===== src/design/ges_pkg.sv =====
// ----------------------------------------------------------------------------
// Gaussian elimination solver package
// Sizes, shared types, status codes and the saturation helper.
// ----------------------------------------------------------------------------
package ges_pkg;

   localparam int DATA_WIDTH  = 32;
   localparam int MAX_ORDER   = 8;
   localparam int FRAC_BITS   = 16;
   localparam int ORDER_WIDTH = 4;
   localparam int ROW_W       = $clog2(MAX_ORDER);
   localparam int CNT_W       = $clog2(MAX_ORDER + 1);
   localparam int STORE_DEPTH = MAX_ORDER * (MAX_ORDER + 1);
   localparam int ADDR_W      = $clog2(STORE_DEPTH);
   localparam int LOAD_W      = $clog2(STORE_DEPTH + 1);
   localparam int PROD_W      = 2 * DATA_WIDTH;
   localparam int RND_W       = PROD_W - FRAC_BITS;
   localparam int DIVD_W      = DATA_WIDTH + FRAC_BITS;
   localparam int WIDE_W      = PROD_W + 2;

   localparam logic [1:0] STATUS_OK     = 2'd0;
   localparam logic [1:0] STATUS_PIVOT  = 2'd1;
   localparam logic [1:0] STATUS_OVF    = 2'd2;
   localparam logic [1:0] STATUS_UNUSED = 2'd3;

   localparam int FLAG_PIVOT = 0;
   localparam int FLAG_OVF   = 1;

   typedef logic signed [DATA_WIDTH-1:0] data_type;
   typedef logic signed [WIDE_W-1:0]     wide_type;

   typedef struct packed {
      data_type value;
      logic     ovf;
   } sat_type;

   typedef struct packed {
      logic     done;
      data_type value;
      logic     ovf;
      logic     zero;
   } div_result_type;

   typedef struct packed {
      logic                    done;
      logic signed [RND_W-1:0] value;
   } mul_result_type;

   // Clamp a wide signed value to the data range and report clamping.
   function automatic sat_type saturate(input wide_type v);
      wide_type hi;
      wide_type lo;
      sat_type  r;
      hi = {{(WIDE_W - DATA_WIDTH + 1){1'b0}}, {(DATA_WIDTH - 1){1'b1}}};
      lo = {{(WIDE_W - DATA_WIDTH + 1){1'b1}}, {(DATA_WIDTH - 1){1'b0}}};
      if (v > hi) begin
         r.value = hi[DATA_WIDTH-1:0];
         r.ovf   = 1'b1;
      end else if (v < lo) begin
         r.value = lo[DATA_WIDTH-1:0];
         r.ovf   = 1'b1;
      end else begin
         r.value = v[DATA_WIDTH-1:0];
         r.ovf   = 1'b0;
      end
      return r;
   endfunction

endpackage


===== src/design/ges_multiplier.sv =====
// ----------------------------------------------------------------------------
// Fixed-point multiplier
// Two-stage signed product with round-to-nearest removal of fraction bits.
// ----------------------------------------------------------------------------
module ges_multiplier (
   input  logic                    clock,
   input  logic                    reset,
   input  logic                    start,
   input  ges_pkg::data_type       a,
   input  ges_pkg::data_type       b,
   output ges_pkg::mul_result_type result
);
   import ges_pkg::*;

   logic                     prod_v_ff;
   logic signed [PROD_W-1:0] prod_ff;
   mul_result_type           result_ff;
   logic signed [PROD_W-1:0] prod_rnd;

   assign prod_rnd = prod_ff + (PROD_W'(1) <<< (FRAC_BITS - 1));

   always_ff @(posedge clock) begin
      if (reset) begin
         prod_v_ff      <= 1'b0;
         result_ff.done <= 1'b0;
      end else begin
         prod_v_ff      <= start;
         result_ff.done <= prod_v_ff;
      end
      prod_ff         <= PROD_W'(a) * PROD_W'(b);
      result_ff.value <= prod_rnd[PROD_W-1:FRAC_BITS];
   end

   assign result = result_ff;

endmodule


===== config.mk =====
export PLATFORM = sky130hd
export DESIGN_NAME = ges_multiplier
export DESIGN_NICKNAME = d
export VERILOG_FILES = /design/src/design/ges_pkg.sv /design/src/design/ges_multiplier.sv
export SDC_FILE = /design/constraint.sdc
export NUM_CORES = 2
export LEC_CHECK = 0
export BUFFER_PORTS_ARGS = -buffer_cell sky130_fd_sc_hd__buf_2
export CAP_MARGIN = 20
export CORE_MARGIN = 2
export CORE_UTILIZATION = 28
export CTS_CLUSTER_SIZE = 30
export DETAILED_ROUTE_END_ITERATION = 10
export GPL_TIMING_DRIVEN = 0
export PLACE_DENSITY = 0.41
export RECOVER_POWER = 100
export SYNTH_ARGS = -nofsm -noshare
export SYNTH_HDL_FRONTEND = slang
export SYNTH_SLANG_ARGS = --single-unit

===== constraint.sdc =====
create_clock -name clock -period 16.9 [get_ports clock]
set_input_delay 3.38 -clock clock [delete_from_list [all_inputs] [get_ports clock]]
set_output_delay 3.38 -clock clock [all_outputs]
set_load 0.01 [all_outputs]

==> run metrics <==
status completed; register area around 2000 um2; largest net degree at the start of global routing 16; clock slew at reported path FFs roughly 70 ps; Worst Skew roughly 7.4 ps; Critical Path AT about 14000 ps; Setup Buffers After CTS 0; antenna violations before repair a little over 40; Hold WC Path Type reg2reg; Max Slew Vio Count 0; Syn Inst Count roughly 4000; Die H ~380 um; total grt overflow 0; reg-to-reg endpoint result[46]$_DFF_P_; fill count 14683; Clock Path Buffers 2; clock latency on the worst-skew pair around 360 ps; core area 138000 um2; Synth-to-Final Area Change 8.57%; Pre-antenna DRT Iters 5; drc violations 0; Tot GR Track Use between 20 and 25%; number of synthesized flops with an enable pin 0; multi-input logic area roughly 32000 um2; ys async rst share 0%; share of cells above drive strength 1 under 10%; post-cts repair resize count 0; nets@finish 5578; Detail Placement HPWL approximately 140000 um; FMAX 0.0741 GHz; max-cap violations 0; Max transition margin about 11%; CP Class in2reg; worst path required time 17190 ps; drt wl/cell 25.9 um; CP Launch Point b[9]; Die Wd between 300 and 400 um; Tmin final 13490 ps; via count between 20000 and 30000; Placer Congestion 0.963; ANT nets after route 0; I/O pin total approximately 120; vias per cell 4.66; drt total wl about 160000 um; Slew @ Worst Pin between 1000 and 1500 ps; vias in the first global route between 30000 and 40000; Syn. warnings 0; worst hold stages 1; global-route wire length before repair around 230000 um; Clock Sink Count 99; Synth Cell Area 38900 um2; clock buffers created by TritonCTS 9; synthesized flop and latch total roughly 100; worst r2r src prod_ff[17]$_DFF_P_; Startpoint Class primary input; setup violators final 0; total die area 142000 um2; syn nets 5436; Post-CTS Hold Buffers 0; Crit. End Element flop; RSZ-0062 raised after global routing false; CP Max Fanout 10; port bufs approximately 120; Seq/Total Area, Yosys around 5.1%; Fin. Hold Viols 0; number of placement rows approximately 140; H-tree lvl count 3; CTS tree built; syn avg cell area about 9.5 um2; Primary FF master, synth dfxtp_1; Final TNS setup 0 ps; worst reg-to-reg setup slack between 10000 and 15000 ps; Initial Util around 28%; number of distinct library cells after synthesis 61; CTS root buffer clkbuf_16; CP endpoint prod_ff[62]$_DFF_P_; period utilization 79.8%; starting DRC count in detailed routing approximately 2100; worst-case reg-to-reg path depth 9
[sequential cells by signal, summed over array words and instances (netlist names)]
name,cells
prod_ff,49
prod_v_ff,1
result,49
[layout make-up]
| type | count | share of cell area (%) |
|---|---|---|
| clock buffer | 13 | 0.640 |
| multi-input combinational | 2799 | 76.5 |
| buffer | 213 | 1.93 |
| clock inverter | 3 | 0.163 |
| sequential | 99 | 4.69 |
| inverter | 996 | 8.85 |
| antenna | 14 | 0.0830 |
| timing repair buffer | 131 | 1.78 |
| tap | 1794 | 5.32 |
[kinds of logic (layout without fill, tap and decap cells)]
logic type                 count (synthesis)  in the layout  synth area share (%)
other                                      0             14                     0
and+or+nand+nor                         1219           1219                  15.8
DFF                                       99             99                  5.10
adders and majority gates               1262           1262                  61.5
AOI/OAI and AO/OA                        206            206                  3.42
buffers and inverters                   1209           1356                  11.7
xor gates and xnor gates                 112            112                  2.52
[worst min path at each step]
stage	from	end	slack, ps
6_report	prod_ff[63]$_DFF_P_	result[47]$_DFF_P_	430
5_1_grt	prod_ff[63]$_DFF_P_	result[47]$_DFF_P_	470
4_1_cts	prod_ff[63]$_DFF_P_	result[47]$_DFF_P_	440
3_5_place_dp	prod_v_ff$_SDFF_PP0_	result[48]$_SDFF_PP0_	430
3_3_place_gp	prod_v_ff$_SDFF_PP0_	result[48]$_SDFF_PP0_	420
2_1_floorplan	prod_ff[63]$_DFF_P_	result[47]$_DFF_P_	410
[routing by layer]
metal | routed length, um | part of all wire (%) | global-route usage (%) | up-vias
met4 | 6530 | 4.2 | 7.77 | 12
met5 | 77 | 0.049 | 0 | -
li1 | - | - | - | 12050
met1 | 65300 | 42 | 30.6 | 15057
met2 | 74700 | 48 | 38.3 | 962
met3 | 10600 | 6.7 | 2.94 | 197
[cell usage in the layout (no fill, tap or decap), types with 12 or more instances in the layout]
master / synthesis / layout
buf_2: 6 / 68
and2_1: 519 / 516
ha_1: 181 / 181
o21ai_0: 40 / 43
and3_1: 12 / 12
xnor2_1: 78 / 78
buf_8: 0 / 12
dfxtp_1: 99 / 99
a21oi_1: 65 / 65
nand2_1: 537 / 537
nor2_1: 51 / 51
fa_1: 1081 / 1081
nand4_1: 27 / 27
diode_2: 0 / 14
inv_1: 996 / 996
clkbuf_1: 203 / 258
xor2_1: 34 / 34
a21o_1: 26 / 26
nand3_1: 21 / 21
[cells in the mapped netlist (all sizes together) (2+ instances only)]
cell type / count / area [um2]
clkbuf: 204 / 767
o211a: 2 / 20.0
nand3: 22 / 115
or3: 3 / 18.8
and3: 12 / 75.1
or2: 3 / 18.8
a211oi: 6 / 45.0
nor2b: 8 / 50.1
a211o: 2 / 17.5
o31ai: 3 / 22.5
dfxtp: 99 / 1980
o21bai: 10 / 75.1
ha: 181 / 2260
buf: 9 / 52.6
a21boi: 2 / 15.0
a21o: 26 / 195
nand4: 27 / 169
a22o: 2 / 17.5
xor2: 34 / 298
and4: 5 / 43.8
o21a: 7 / 52.6
xnor2: 78 / 683
nor4: 4 / 25.0
o21ai: 45 / 236
a21oi: 67 / 343
nor2: 52 / 198
o211ai: 8 / 65.1
nand2b: 11 / 68.8
nand2: 540 / 2030
a2111oi: 2 / 36.3
o31a: 2 / 17.5
inv: 996 / 3740
nor3: 9 / 45.0
a31oi: 11 / 68.8
and2: 519 / 3250
fa: 1081 / 21600
[worst max-delay path, stage by stage]
cell and delay [ps]:
clkbuf_1 480, clkbuf_1 970, nand2_1 190, fa_1 550, inv_1 60, fa_1 450
fa_1 510, inv_1 50, fa_1 470, inv_1 50, fa_1 500, inv_1 60
fa_1 560, inv_1 50, fa_1 530, fa_1 510, ha_1 310, clkbuf_1 350
o21ai_0 200, a21oi_2 170, o21ai_0 190, a2111oi_0 1170, a211oi_1 370, o41a_1 550
o31a_1 370, or4_1 500, a21oi_1 170
[metrics by stage]
step                      area, um2  std cells  hold WS (ps)  setup WS [ps]  utilization (%)
after floorplan               38900       4107           413           6150                -
after global placement        41700       6016           421           3910             30.3
after detailed placement      41900       6030           433           3920             30.5
after CTS                     42300       6046           441           4320             30.7
after global routing          42200       6048           467           3360             30.7
final                         42200       6062           433           3410             30.7
Power is left out: the tool's default activity adds up to more than one toggle a clock period on the data nets, which glitch-free logic cannot reach.
