===== src/design/ges_pkg.sv =====
// ----------------------------------------------------------------------------
// Gaussian elimination solver package
// Sizes, shared types, status codes and the saturation helper.
// ----------------------------------------------------------------------------
package ges_pkg;

   localparam int DATA_WIDTH  = 32;
   localparam int MAX_ORDER   = 8;
   localparam int FRAC_BITS   = 16;
   localparam int ORDER_WIDTH = 4;
   localparam int ROW_W       = $clog2(MAX_ORDER);
   localparam int CNT_W       = $clog2(MAX_ORDER + 1);
   localparam int STORE_DEPTH = MAX_ORDER * (MAX_ORDER + 1);
   localparam int ADDR_W      = $clog2(STORE_DEPTH);
   localparam int LOAD_W      = $clog2(STORE_DEPTH + 1);
   localparam int PROD_W      = 2 * DATA_WIDTH;
   localparam int RND_W       = PROD_W - FRAC_BITS;
   localparam int DIVD_W      = DATA_WIDTH + FRAC_BITS;
   localparam int WIDE_W      = PROD_W + 2;

   localparam logic [1:0] STATUS_OK     = 2'd0;
   localparam logic [1:0] STATUS_PIVOT  = 2'd1;
   localparam logic [1:0] STATUS_OVF    = 2'd2;
   localparam logic [1:0] STATUS_UNUSED = 2'd3;

   localparam int FLAG_PIVOT = 0;
   localparam int FLAG_OVF   = 1;

   typedef logic signed [DATA_WIDTH-1:0] data_type;
   typedef logic signed [WIDE_W-1:0]     wide_type;

   typedef struct packed {
      data_type value;
      logic     ovf;
   } sat_type;

   typedef struct packed {
      logic     done;
      data_type value;
      logic     ovf;
      logic     zero;
   } div_result_type;

   typedef struct packed {
      logic                    done;
      logic signed [RND_W-1:0] value;
   } mul_result_type;

   // Clamp a wide signed value to the data range and report clamping.
   function automatic sat_type saturate(input wide_type v);
      wide_type hi;
      wide_type lo;
      sat_type  r;
      hi = {{(WIDE_W - DATA_WIDTH + 1){1'b0}}, {(DATA_WIDTH - 1){1'b1}}};
      lo = {{(WIDE_W - DATA_WIDTH + 1){1'b1}}, {(DATA_WIDTH - 1){1'b0}}};
      if (v > hi) begin
         r.value = hi[DATA_WIDTH-1:0];
         r.ovf   = 1'b1;
      end else if (v < lo) begin
         r.value = lo[DATA_WIDTH-1:0];
         r.ovf   = 1'b1;
      end else begin
         r.value = v[DATA_WIDTH-1:0];
         r.ovf   = 1'b0;
      end
      return r;
   endfunction

endpackage


===== src/design/ges_divider.sv =====
// ----------------------------------------------------------------------------
// Fixed-point divider
// Restoring divider, one quotient bit per cycle, computing num*2^16/den.
// ----------------------------------------------------------------------------
module ges_divider (
   input  logic                    clock,
   input  logic                    reset,
   input  logic                    start,
   input  ges_pkg::data_type       num,
   input  ges_pkg::data_type       den,
   output ges_pkg::div_result_type result
);
   import ges_pkg::*;

   localparam int STEP_W = $clog2(DIVD_W + 1);

   logic                  busy_ff;
   logic                  fin_ff;
   logic [STEP_W-1:0]     step_ff;
   logic [DIVD_W-1:0]     dvd_ff;
   logic [DATA_WIDTH:0]   rem_ff;
   logic [DATA_WIDTH-1:0] dsr_ff;
   logic                  neg_ff;
   div_result_type        result_ff;

   logic [DATA_WIDTH-1:0] num_mag;
   logic [DATA_WIDTH-1:0] den_mag;
   logic [DATA_WIDTH:0]   rem_sh;
   logic                  qbit;
   wide_type              quo_wide;
   sat_type               quo_sat;

   always_comb begin
      num_mag  = num[DATA_WIDTH-1] ? DATA_WIDTH'(-num) : DATA_WIDTH'(num);
      den_mag  = den[DATA_WIDTH-1] ? DATA_WIDTH'(-den) : DATA_WIDTH'(den);
      rem_sh   = {rem_ff[DATA_WIDTH-1:0], dvd_ff[DIVD_W-1]};
      qbit     = (rem_sh >= {1'b0, dsr_ff});
      quo_wide = neg_ff ? -wide_type'({1'b0, dvd_ff}) : wide_type'({1'b0, dvd_ff});
      quo_sat  = saturate(quo_wide);
   end

   always_ff @(posedge clock) begin
      if (reset) begin
         busy_ff        <= 1'b0;
         fin_ff         <= 1'b0;
         result_ff.done <= 1'b0;
      end else begin
         result_ff.done <= 1'b0;
         fin_ff         <= 1'b0;
         if (start) begin
            if (den == '0) begin
               result_ff.done  <= 1'b1;
               result_ff.value <= '0;
               result_ff.ovf   <= 1'b0;
               result_ff.zero  <= 1'b1;
            end else begin
               busy_ff <= 1'b1;
               step_ff <= STEP_W'(DIVD_W);
               dvd_ff  <= {num_mag, {FRAC_BITS{1'b0}}};
               dsr_ff  <= den_mag;
               rem_ff  <= '0;
               neg_ff  <= num[DATA_WIDTH-1] ^ den[DATA_WIDTH-1];
            end
         end else if (busy_ff) begin
            rem_ff  <= qbit ? (rem_sh - {1'b0, dsr_ff}) : rem_sh;
            dvd_ff  <= {dvd_ff[DIVD_W-2:0], qbit};
            step_ff <= step_ff - 1'b1;
            if (step_ff == STEP_W'(1)) begin
               busy_ff <= 1'b0;
               fin_ff  <= 1'b1;
            end
         end else if (fin_ff) begin
            result_ff.done  <= 1'b1;
            result_ff.value <= quo_sat.value;
            result_ff.ovf   <= quo_sat.ovf;
            result_ff.zero  <= 1'b0;
         end
      end
   end

   assign result = result_ff;

endmodule


===== config.mk =====
export PLATFORM = sky130hd
export DESIGN_NAME = ges_divider
export DESIGN_NICKNAME = d
export VERILOG_FILES = /design/src/design/ges_pkg.sv /design/src/design/ges_divider.sv
export SDC_FILE = /design/constraint.sdc
export NUM_CORES = 1
export LEC_CHECK = 0
export ABC_AREA = 1
export BUFFER_PORTS_ARGS = -buffer_cell sky130_fd_sc_hd__clkbuf_2
export CAP_MARGIN = 20
export CORE_MARGIN = 2
export CORE_UTILIZATION = 25
export CTS_CLUSTER_DIAMETER = 200
export DETAILED_ROUTE_END_ITERATION = 12
export GPL_ROUTABILITY_DRIVEN = 0
export PLACE_DENSITY_LB_ADDON = 0.2
export SLEW_MARGIN = 0
export SYNTH_ARGS = -nofsm -noshare
export SYNTH_HDL_FRONTEND = slang
export SYNTH_SLANG_ARGS = --single-unit

===== constraint.sdc =====
create_clock -name clock -period 16.39 [get_ports clock]
set_clock_uncertainty 0.1 [all_clocks]
set_input_delay 3.278 -clock clock [delete_from_list [all_inputs] [get_ports clock]]
set_output_delay 3.278 -clock clock [all_outputs]
set_load 0.005 [all_outputs]

==> results of run 1 <==
-- worst max path at each step --
| stage | from | end | slack, ns | cells after the start |
|---|---|---|---|---|
| 2_1_floorplan | den[0] | dvd_ff[0]$_SDFFCE_PP0P_ | 5.68 | 13 |
| 3_3_place_gp | den[0] | result[31]$_DFFE_PP_ | 9.37 | 15 |
| 3_5_place_dp | den[1] | result[3]$_DFFE_PP_ | 9.34 | 15 |
| 5_1_grt | den[1] | result[5]$_DFFE_PP_ | 9.52 | 15 |
| 6_report | den[1] | result[5]$_DFFE_PP_ | 9.86 | 15 |
| 4_1_cts | den[1] | result[5]$_DFFE_PP_ | 9.84 | 15 |
-- cell families (layout without fill, tap and decap cells) --
group | count (synthesis) | after routing | share of synthesized area
DFF | 156 | 156 | 0.4031
and+or+nand+nor | 846 | 846 | 0.3064
xor gates and xnor gates | 86 | 86 | 0.06524
buffers and inverters | 228 | 324 | 0.07987
AOI/OAI and AO/OA | 223 | 223 | 0.1036
adders and majority gates | 38 | 38 | 0.04183
-- layout make-up --
cell class	instances	area, um2
repair buffers	107	570.5
inverters	185	694.4
fillers	5073	32220
clock inverters	14	167.7
well taps	600	750.7
multi-input cells	1193	5989
flip-flops and latches	156	4654
clock buffers	18	429.2
-- cell usage after synthesis, types with 6 or more instances --
cell | n | area share
xor2_1 | 52 | 0.039
nor3_1 | 18 | 0.0078
nand4_1 | 20 | 0.011
buf_2 | 8 | 0.0035
inv_1 | 183 | 0.059
a21oi_1 | 87 | 0.038
xnor2_1 | 34 | 0.026
nor2_2 | 7 | 0.0038
o21ai_0 | 103 | 0.045
ha_1 | 37 | 0.040
nand3b_1 | 9 | 0.0059
nand3_2 | 6 | 0.0052
edfxtp_1 | 153 | 0.40
nor2_1 | 272 | 0.088
nand3_1 | 91 | 0.039
buf_6 | 7 | 0.0068
clkbuf_1 | 23 | 0.0075
nor4_1 | 6 | 0.0033
nand2_1 | 399 | 0.13
a31oi_1 | 9 | 0.0049
-- power by group through the flow --
stage	clock, mW	sequential (mW)	combinational [mW]
2_1_floorplan	0	0.493	0.208
3_3_place_gp	0	0.498	0.275
3_5_place_dp	0	0.498	0.275
4_1_cts	0.425	0.490	0.276
5_1_grt	0.440	0.493	0.316
6_report	0.409	0.489	0.273
-- tightest hold or removal path, cell delays in order, from the launching register on --
cell     delay (ns)
dfxtp_1        0.31
inv_1          0.10
a21oi_1        0.07
-- registers in the layout, summed over array words and instances (netlist names) --
name / cells
rem_ff: 32
fin_ff: 1
neg_ff: 1
dsr_ff: 32
busy_ff: 1
dvd_ff: 48
step_ff: 6
result: 35
-- per-layer routing --
metal	up-vias	track usage	wire length, um
met1	4638	0.1782	15110
met2	163	0.2231	14650
met4	2	0.04279	478
li1	5334	-	-
met3	26	0.02717	1217
met5	-	0	16
-- metrics by stage --
step | setup WS (ns) | cell area, um2 | power, mW | util
6_report | 9.857 | 13260 | 1.171 | 0.2915
3_3_place_gp | 9.368 | 12630 | 0.7726 | 0.2778
2_1_floorplan | 5.682 | 11550 | 0.7004 | -
3_5_place_dp | 9.345 | 12630 | 0.7727 | 0.2778
4_1_cts | 9.844 | 13230 | 1.191 | 0.2909
5_1_grt | 9.518 | 13260 | 1.249 | 0.2915
==> results.sh, run 1 <==
export IMPL_status="complete, no violations"
export IMPL_critPathRequiredTime_ns=16.37
export IMPL_rr_worst_depth=13
export IMPL_synth_edff_count=153
export IMPL_cpMostUsedCell="inv_1"
export IMPL_setup_violations=0
export IMPL_dpl_hpwl_um=24300
export IMPL_cts_resized=0
export IMPL_final_hold_violation_count=0
export IMPL_site_row_count=78
export IMPL_min_delay_path_class="reg -> reg"
export IMPL_numPlacedInstances=2240
export IMPL_total_leakage_power_nw=5.653
export IMPL_clock_root_buffer="clkbuf_16"
export IMPL_timing_max_cap_violations=0
export IMPL_routed_via_count=10160
export IMPL_endpoint_kind="flop"
export IMPL_async_reset_ff_frac=0
export IMPL_drt_first_pass_iters=4
export IMPL_global_route_overflow=0
export IMPL_drt_initial_drc_count=620
export IMPL_ios=102
export IMPL_cts_buffers=17
export IMPL_synthesis_area_um2=11550
export IMPL_syn2layout_area_growth_pct=14.81
export IMPL_final_cell_mix="nand2_1 (399), nor2_1 (270), inv_1 (183), edfxtp_1 (153), o21ai_0 (103)"
export IMPL_post_synthesis_cell_type_count=46
export IMPL_holdBufCountCts=0
export IMPL_grt_pass1_wl_um=50870
export IMPL_fraction_of_final_layout_cells_with_drive_strength_greater_than_1=0.1034
export IMPL_peakVddDrop_mv=0.04700
export IMPL_minimum_period_implied_by_the_final_worst_setup_slack_ns=6.533
export IMPL_crit_path_max_incr_delay_ns=0.75
export IMPL_comb_power_share=0.233
export IMPL_swShare=0.3128
export IMPL_worst_hold_path_num_cells=2
export IMPL_postCtsSetupRepairBufs=0
export IMPL_port_buffers=101
export IMPL_maxClockFrequency_ghz=0.1531
export IMPL_dieArea_um2=47920
export IMPL_cts_num_sinks=156
export IMPL_synth_area_per_cell_um2=7.322
export IMPL_clock_path_buffers=2
export IMPL_power_report_internal_total_mw=0.8049
export IMPL_timing_critical_path_fanout_max=34
export IMPL_grt_antenna_before_repair=1
export IMPL_routed_wirelength_um=31470
export IMPL_ys_warn_count=0
export IMPL_holdPathEnd="busy_ff$_SDFFE_PP0N_"
export IMPL_worst_setup_path_start_kind="input pin"
export IMPL_path_cells="clkbuf_2 > inv_1 > ha_1 > inv_1 > nor2_1 > nand3_1 > nor2_1 > inv_1 > nor4_2 > nand4_1 > nor3_2 > nand3_1 > nor3_1 > a21oi_1 > nor2_4"
export IMPL_detail_route_antenna_nets=0
export IMPL_synth_seq_cells=156
export IMPL_power_share_sequential=0.418
export IMPL_tritoncts="yes"
export IMPL_coreArea_um2=45480
export IMPL_finish_cell_count_without_fillers=2273
export IMPL_worst_hold_startpoint="busy_ff$_SDFFE_PP0N_"
export IMPL_tightest_slew_ns=1.040
export IMPL_commonest_non_fill_non_tap_cell_in_the_layout="nand2_1"
export IMPL_switching_power_mw=0.3664
export IMPL_floorplan_die_width_um=218.9
export IMPL_reg2reg_start="neg_ff$_DFFE_PP_"
export IMPL_clock_power_share=0.349
export IMPL_final_max_slew_violation_count=0
export IMPL_unrepaired_setup_endpoints_after_global_routing="no"
export IMPL_layout_worst_path_cycle_share=0.3986
export IMPL_power_per_cell_area_nw_per_um2=88.35
export IMPL_n_antenna_cell=0
export IMPL_timing_worst_setup_path_type="in -> reg"
export IMPL_clock_pin_slew_of_the_registers_on_the_worst_case_setup_and_hold_paths_ns=0.07
export IMPL_synthesis_instances=1577
export IMPL_wire_per_inst_um=13.84
export IMPL_holdWs_ns=0.4235
export IMPL_sequential_cell_area_fraction_in_the_yosys_report=0.4031
export IMPL_critPathBufInv=4
export IMPL_clock_latency_on_the_worst_skew_pair_ns=0.46
export IMPL_htreeDepth=4
export IMPL_via_per_inst=4.471
export IMPL_nNetsFinal=1765
export IMPL_r2r_setup_slack_ns=12.74
export IMPL_r2r_end="result[13]$_DFFE_PP_"
export IMPL_grt_pass1_vias=9730
export IMPL_syn_num_nets=1682
export IMPL_initial_utilization=0.2539
export IMPL_grt_util_all_layers=0.1356
export IMPL_relSlewSlack=0.3050
export IMPL_drc=0
export IMPL_ys_flop_type="edfxtp_1"
export IMPL_timing_critical_path_max_delay_family="simple AND/OR/NAND/NOR gates"
export IMPL_worstPathArrival_ns=6.51
export IMPL_fin_tns_setup_ns=0
export IMPL_die_h_um=218.9
export IMPL_timing_critical_path_slowest_stage_cell="nor2_4"
export IMPL_largest_net_degree_at_the_start_of_global_routing=89
Note: power is estimated with default switching activity, not from simulation.
==> run 2: changes to the inputs <==
==> constraint.sdc (replaced) <==
create_clock -name clock -period 5.35 [get_ports clock]
set_clock_uncertainty 0.1 [all_clocks]
set_input_delay 1.07 -clock clock [delete_from_list [all_inputs] [get_ports clock]]
set_output_delay 1.07 -clock clock [all_outputs]
set_load 0.005 [all_outputs]
==> results.sh, run 2 (synthesized netlist as in run 1, its figures left out) <==
export IMPL_floorplan_die_width_um=218.9
export IMPL_holdBufCountCts=0
export IMPL_n_antenna_cell=0
export IMPL_wire_per_inst_um=13.81
export IMPL_cts_num_sinks=156
export IMPL_r2r_end="rem_ff[12]$_SDFFCE_PP0P_"
export IMPL_power_report_internal_total_mw=2.509
export IMPL_largest_reg_flops=48
export IMPL_switching_power_mw=1.104
export IMPL_drt_initial_drc_count=628
export IMPL_drt_first_pass_iters=5
export IMPL_endpoint_kind="flop"
export IMPL_initial_utilization=0.2539
export IMPL_timing_max_cap_violations=0
export IMPL_final_hold_violation_count=0
export IMPL_grt_pass1_wl_um=50450
export IMPL_commonest_non_fill_non_tap_cell_in_the_layout="nand2_1"
export IMPL_port_buffers=101
export IMPL_routed_wirelength_um=31420
export IMPL_r2r_setup_slack_ns=1.62
export IMPL_setup_violations=0
export IMPL_timing_critical_path_slowest_stage_cell="nor3_1"
export IMPL_tritoncts="yes"
export IMPL_worst_hold_startpoint="busy_ff$_SDFFE_PP0N_"
export IMPL_syn2layout_area_growth_pct=15.13
export IMPL_timing_worst_setup_path_type="in -> reg"
export IMPL_power_share_sequential=0.416
export IMPL_global_route_overflow=0
export IMPL_clock_root_buffer="clkbuf_16"
export IMPL_coreArea_um2=45480
export IMPL_cts_buffers=17
export IMPL_rr_worst_depth=16
export IMPL_relSlewSlack=0.3203
export IMPL_site_row_count=78
export IMPL_worst_setup_path_start_kind="input pin"
export IMPL_cpMostUsedCell="inv_1"
export IMPL_setup_slack_ns=1.115
export IMPL_layout_worst_path_cycle_share=0.7916
export IMPL_postCtsSetupRepairBufs=0
export IMPL_cts_resized=0
export IMPL_worstPathArrival_ns=4.22
export IMPL_crit_path_max_incr_delay_ns=0.52
export IMPL_fin_tns_setup_ns=0
export IMPL_min_delay_path_class="reg -> reg"
export IMPL_clock_pin_slew_of_the_registers_on_the_worst_case_setup_and_hold_paths_ns=0.06
export IMPL_holdPathEnd="fin_ff$_SDFF_PP0_"
export IMPL_swShare=0.3055
export IMPL_timing_critical_path_fanout_max=34
export IMPL_detail_route_antenna_nets=0
export IMPL_dieArea_um2=47920
export IMPL_pre_cts_ws_ns=0.6666
export IMPL_drc=0
export IMPL_power_per_cell_area_nw_per_um2=271.8
export IMPL_worst_hold_path_num_cells=2
export IMPL_htreeDepth=4
export IMPL_tightest_slew_ns=1.017
export IMPL_routed_via_count=10130
export IMPL_final_cell_mix="nand2_1 (399), nor2_1 (270), inv_1 (183), edfxtp_1 (153), o21ai_0 (103)"
export IMPL_unrepaired_setup_endpoints_after_global_routing="no"
export IMPL_nNetsFinal=1768
export IMPL_p_total_mw=3.613
export IMPL_grt_pass1_vias=9654
export IMPL_grt_antenna_before_repair=0
export IMPL_layout_core_utilization=0.2923
export IMPL_fraction_of_final_layout_cells_with_drive_strength_greater_than_1=0.1021
export IMPL_total_leakage_power_nw=5.665
export IMPL_reg2reg_start="dvd_ff[47]$_DFFE_PP_"
export IMPL_dpl_hpwl_um=24440
export IMPL_clock_latency_on_the_worst_skew_pair_ns=0.45
export IMPL_grt_util_all_layers=0.1345
export IMPL_register_bank_with_the_most_flops="dvd_ff"
export IMPL_ios=102
export IMPL_final_max_slew_violation_count=0
export IMPL_path_cells="clkbuf_2 > inv_1 > ha_1 > inv_1 > nor2_1 > nand3_1 > nor2_1 > inv_1 > nor4_2 > nand4_1 > nor3_2 > nand3_1 > nor3_1 > a21oi_1 > nor2_4 > buf_4"
export IMPL_largest_net_degree_at_the_start_of_global_routing=89
export IMPL_clock_power_share=0.352
export IMPL_comb_power_share=0.232
export IMPL_die_h_um=218.9
export IMPL_via_per_inst=4.451
export IMPL_maxClockFrequency_ghz=0.2361
export IMPL_peakVddDrop_mv=0.1536
export IMPL_minimum_period_implied_by_the_final_worst_setup_slack_ns=4.235
export IMPL_status="complete, no violations"
export IMPL_critPathRequiredTime_ns=5.34
export IMPL_clock_path_buffers=2
==> run 2: cell count changes in the layout (fill, tap and decap cells not counted), sizes merged <==
cell	previous run	this run
buf	6	9
bufinv	3	4
clkbuf	119	120
clkinv	5	4
inv	188	186
==> run 2: cell type report <==
type / instances / area [um2]
Inverter: 185 / 694.4
Clock buffer: 19 / 432.9
Fill cell: 5047 / 32190
Clock inverter: 12 / 171.4
Sequential cell: 156 / 4654
Tap cell: 600 / 750.7
Timing Repair Buffer: 110 / 593.1
Multi-Input combinational cell: 1193 / 5996
==> run 2: worst max-delay path by stage <==
stage | from | endpoint | cells after the start
after floorplan | den[1] | result[0]$_DFFE_PP_ | 14
after global placement | den[0] | result[31]$_DFFE_PP_ | 16
after detailed placement | den[0] | result[31]$_DFFE_PP_ | 16
after CTS | den[0] | result[31]$_DFFE_PP_ | 16
after global routing | den[0] | result[31]$_DFFE_PP_ | 16
final | den[1] | result[31]$_DFFE_PP_ | 16
==> run 2: per-layer routing <==
layer  GRT usage  routed length [um]  up-vias
li1            -                   -     5339
met1      0.1828               15750     4631
met2      0.2197               14370      143
met3     0.02439                 988       13
met4     0.03423                 307        0
met5           0                   0        -
==> run 2: power by group through the flow <==
stage               Clock (mW)  Sequential, mW  Combinational [mW]
global route              1.35            1.51               0.966
finish                    1.27            1.50               0.839
detailed placement           0            1.53               0.841
global placement             0            1.53               0.841
CTS                       1.31            1.50               0.846
floorplan                    0            1.50               0.637
==> run 2: stage by stage <==
stage,cells,hold slack (ns),instance area [um2]
6_report,2275,0.3984,13290
5_1_grt,2275,0.4396,13290
4_1_cts,2274,0.4020,13270
3_5_place_dp,2243,0.3953,12660
3_3_place_gp,2243,0.3895,12660
2_1_floorplan,1577,0.3562,11560
==> run 2: critical path, delay by kind of cell <==
| family | cells | cell delay, ns |
|---|---|---|
| buffers and inverters | 5 | 0.67 |
| AND/OR/NAND/NOR | 9 | 2.09 |
| AO/OA/AOI/OAI | 1 | 0.19 |
| adder cells (fa/ha/maj) | 1 | 0.16 |
==> run 3: changes to the inputs <==
==> constraint.sdc (replaced) <==
create_clock -name clock -period 3.74 [get_ports clock]
set_clock_uncertainty 0.1 [all_clocks]
set_input_delay 0.748 -clock clock [delete_from_list [all_inputs] [get_ports clock]]
set_output_delay 0.748 -clock clock [all_outputs]
set_load 0.005 [all_outputs]
==> results.sh, run 3 (synthesized netlist as in run 1, its figures left out) <==
export IMPL_setup_slack_ns=0.3757
export IMPL_p_total_mw=5.163
export IMPL_dieArea_um2=47920
export IMPL_syn2layout_area_growth_pct=17.73
export IMPL_coreArea_um2=45480
export IMPL_total_leakage_power_nw=5.821
export IMPL_htreeDepth=4
export IMPL_nNetsFinal=1792
export IMPL_swShare=0.3099
export IMPL_timing_max_cap_violations=0
export IMPL_switching_power_mw=1.600
export IMPL_initial_utilization=0.2539
export IMPL_grt_util_all_layers=0.1386
export IMPL_clock_path_buffers=2
export IMPL_grt_antenna_before_repair=0
export IMPL_tritoncts="yes"
export IMPL_global_route_overflow=0
export IMPL_final_cell_mix="nand2_1 (399), nor2_1 (269), inv_1 (180), edfxtp_1 (153), o21ai_0 (102)"
export IMPL_n_antenna_cell=0
export IMPL_dpl_hpwl_um=25380
export IMPL_port_buffers=101
export IMPL_stdcell_area_um2=13590
export IMPL_relSlewSlack=0.4715
export IMPL_timing_critical_path_fanout_max=34
export IMPL_unrepaired_setup_endpoints_after_global_routing="no"
export IMPL_fin_tns_setup_ns=0
export IMPL_detail_route_antenna_nets=0
export IMPL_clock_latency_on_the_worst_skew_pair_ns=0.45
export IMPL_layout_worst_path_cycle_share=0.8995
export IMPL_power_per_cell_area_nw_per_um2=379.8
export IMPL_fraction_of_final_layout_cells_with_drive_strength_greater_than_1=0.1195
export IMPL_postCtsSetupRepairBufs=0
export IMPL_clock_pin_slew_of_the_registers_on_the_worst_case_setup_and_hold_paths_ns=0.07
export IMPL_path_cells="clkbuf_2 > inv_12 > ha_4 > inv_2 > nor2_1 > nand3_1 > nor2_2 > inv_1 > nor4_2 > buf_4 > nand4_1 > nor3_2 > nand3_2 > nor3_4 > a21oi_1 > nor2_4 > buf_12"
export IMPL_comb_power_share=0.242
export IMPL_min_delay_path_class="reg -> reg"
export IMPL_die_h_um=218.9
export IMPL_tightest_slew_ns=0.7927
export IMPL_worstPathArrival_ns=3.40
export IMPL_grt_pass1_vias=9960
export IMPL_routed_via_count=10240
export IMPL_status="complete, no violations"
export IMPL_final_max_slew_violation_count=0
export IMPL_pre_cts_ws_ns=-0.1057
export IMPL_drc=0
export IMPL_power_report_internal_total_mw=3.563
export IMPL_cts_resized=0
export IMPL_power_share_sequential=0.416
export IMPL_clock_power_share=0.342
export IMPL_ios=102
export IMPL_critPathRequiredTime_ns=3.78
export IMPL_largest_reg_flops=48
export IMPL_site_row_count=78
export IMPL_cts_buffers=17
export IMPL_setup_violations=0
export IMPL_worst_setup_path_start_kind="input pin"
export IMPL_crit_path_max_incr_delay_ns=0.29
export IMPL_clock_root_buffer="clkbuf_16"
export IMPL_register_bank_with_the_most_flops="dvd_ff"
export IMPL_drt_initial_drc_count=597
export IMPL_endpoint_kind="flop"
export IMPL_finish_cell_count_without_fillers=2299
export IMPL_largest_net_degree_at_the_start_of_global_routing=89
export IMPL_floorplan_die_width_um=218.9
export IMPL_timing_critical_path_slowest_stage_cell="nor3_2"
export IMPL_post_dp_cell_area_um2=12990
export IMPL_wire_per_inst_um=13.93
export IMPL_via_per_inst=4.454
export IMPL_layout_core_utilization=0.2989
export IMPL_cts_num_sinks=156
export IMPL_numPlacedInstances=2267
export IMPL_grt_pass1_wl_um=52210
export IMPL_routed_wirelength_um=32030
export IMPL_timing_worst_setup_path_type="in -> reg"
export IMPL_peakVddDrop_mv=0.2438
export IMPL_holdBufCountCts=0
export IMPL_drt_first_pass_iters=5
export IMPL_commonest_non_fill_non_tap_cell_in_the_layout="nand2_1"
export IMPL_holdWs_ns=0.3958
export IMPL_maxClockFrequency_ghz=0.2972
export IMPL_minimum_period_implied_by_the_final_worst_setup_slack_ns=3.364
export IMPL_final_hold_violation_count=0
[run 3: cell types whose count changed in the layout (fill, tap and decap cells not counted), sizes merged]
cell | before | now
inv | 186 | 187
clkbuf | 120 | 121
bufinv | 4 | 3
buf | 9 | 33
clkinvlp | 3 | 0
clkinv | 4 | 6
[run 3: final cells by class]
cell class | count | area [um2]
fill | 5016 | 31890
multi-input combinational | 1193 | 6022
sequential | 156 | 4654
timing repair buffer | 134 | 873.3
tap | 600 | 750.7
inverter | 185 | 711.9
clock buffer | 20 | 436.7
clock inverter | 11 | 143.9
[run 3: worst paths after layout]
path / startpoint / end / slack, ns / cells past startpoint
worst max-delay path: den[1] / result[25]$_DFFE_PP_ / 0.38 / 17
worst min-delay path: busy_ff$_SDFFE_PP0N_ / fin_ff$_SDFF_PP0_ / 0.40 / 2
worst max register to register: dvd_ff[47]$_DFFE_PP_ / rem_ff[28]$_SDFFCE_PP0P_ / 0.42 / 14
worst min register to register: busy_ff$_SDFFE_PP0N_ / fin_ff$_SDFF_PP0_ / 0.40 / 2
[run 3: worst max-delay path: cells and delay by family]
kind | cells | cell delay [ns]
compound gates | 1 | 0.10
simple gates | 9 | 1.70
buf+inv | 6 | 0.70
fa+ha+maj | 1 | 0.13
[run 3: per-layer routing]
layer / up-vias / routed length [um] / global-route usage
met5: - / 0 / 0
met4: 0 / 437 / 0.03919
met3: 22 / 1200 / 0.02398
met2: 179 / 14780 / 0.2281
met1: 4656 / 15620 / 0.1864
li1: 5382 / - / -
[run 3: power groups by stage]
stage                     clock network (mW)  registers, mW  logic [mW]
after floorplan                            0           2.15       0.914
after detailed placement                   0           2.18        1.26
after CTS                               1.82           2.15        1.27
after global placement                     0           2.18        1.26
final                                   1.76           2.15        1.25
after global routing                    1.89           2.16        1.44
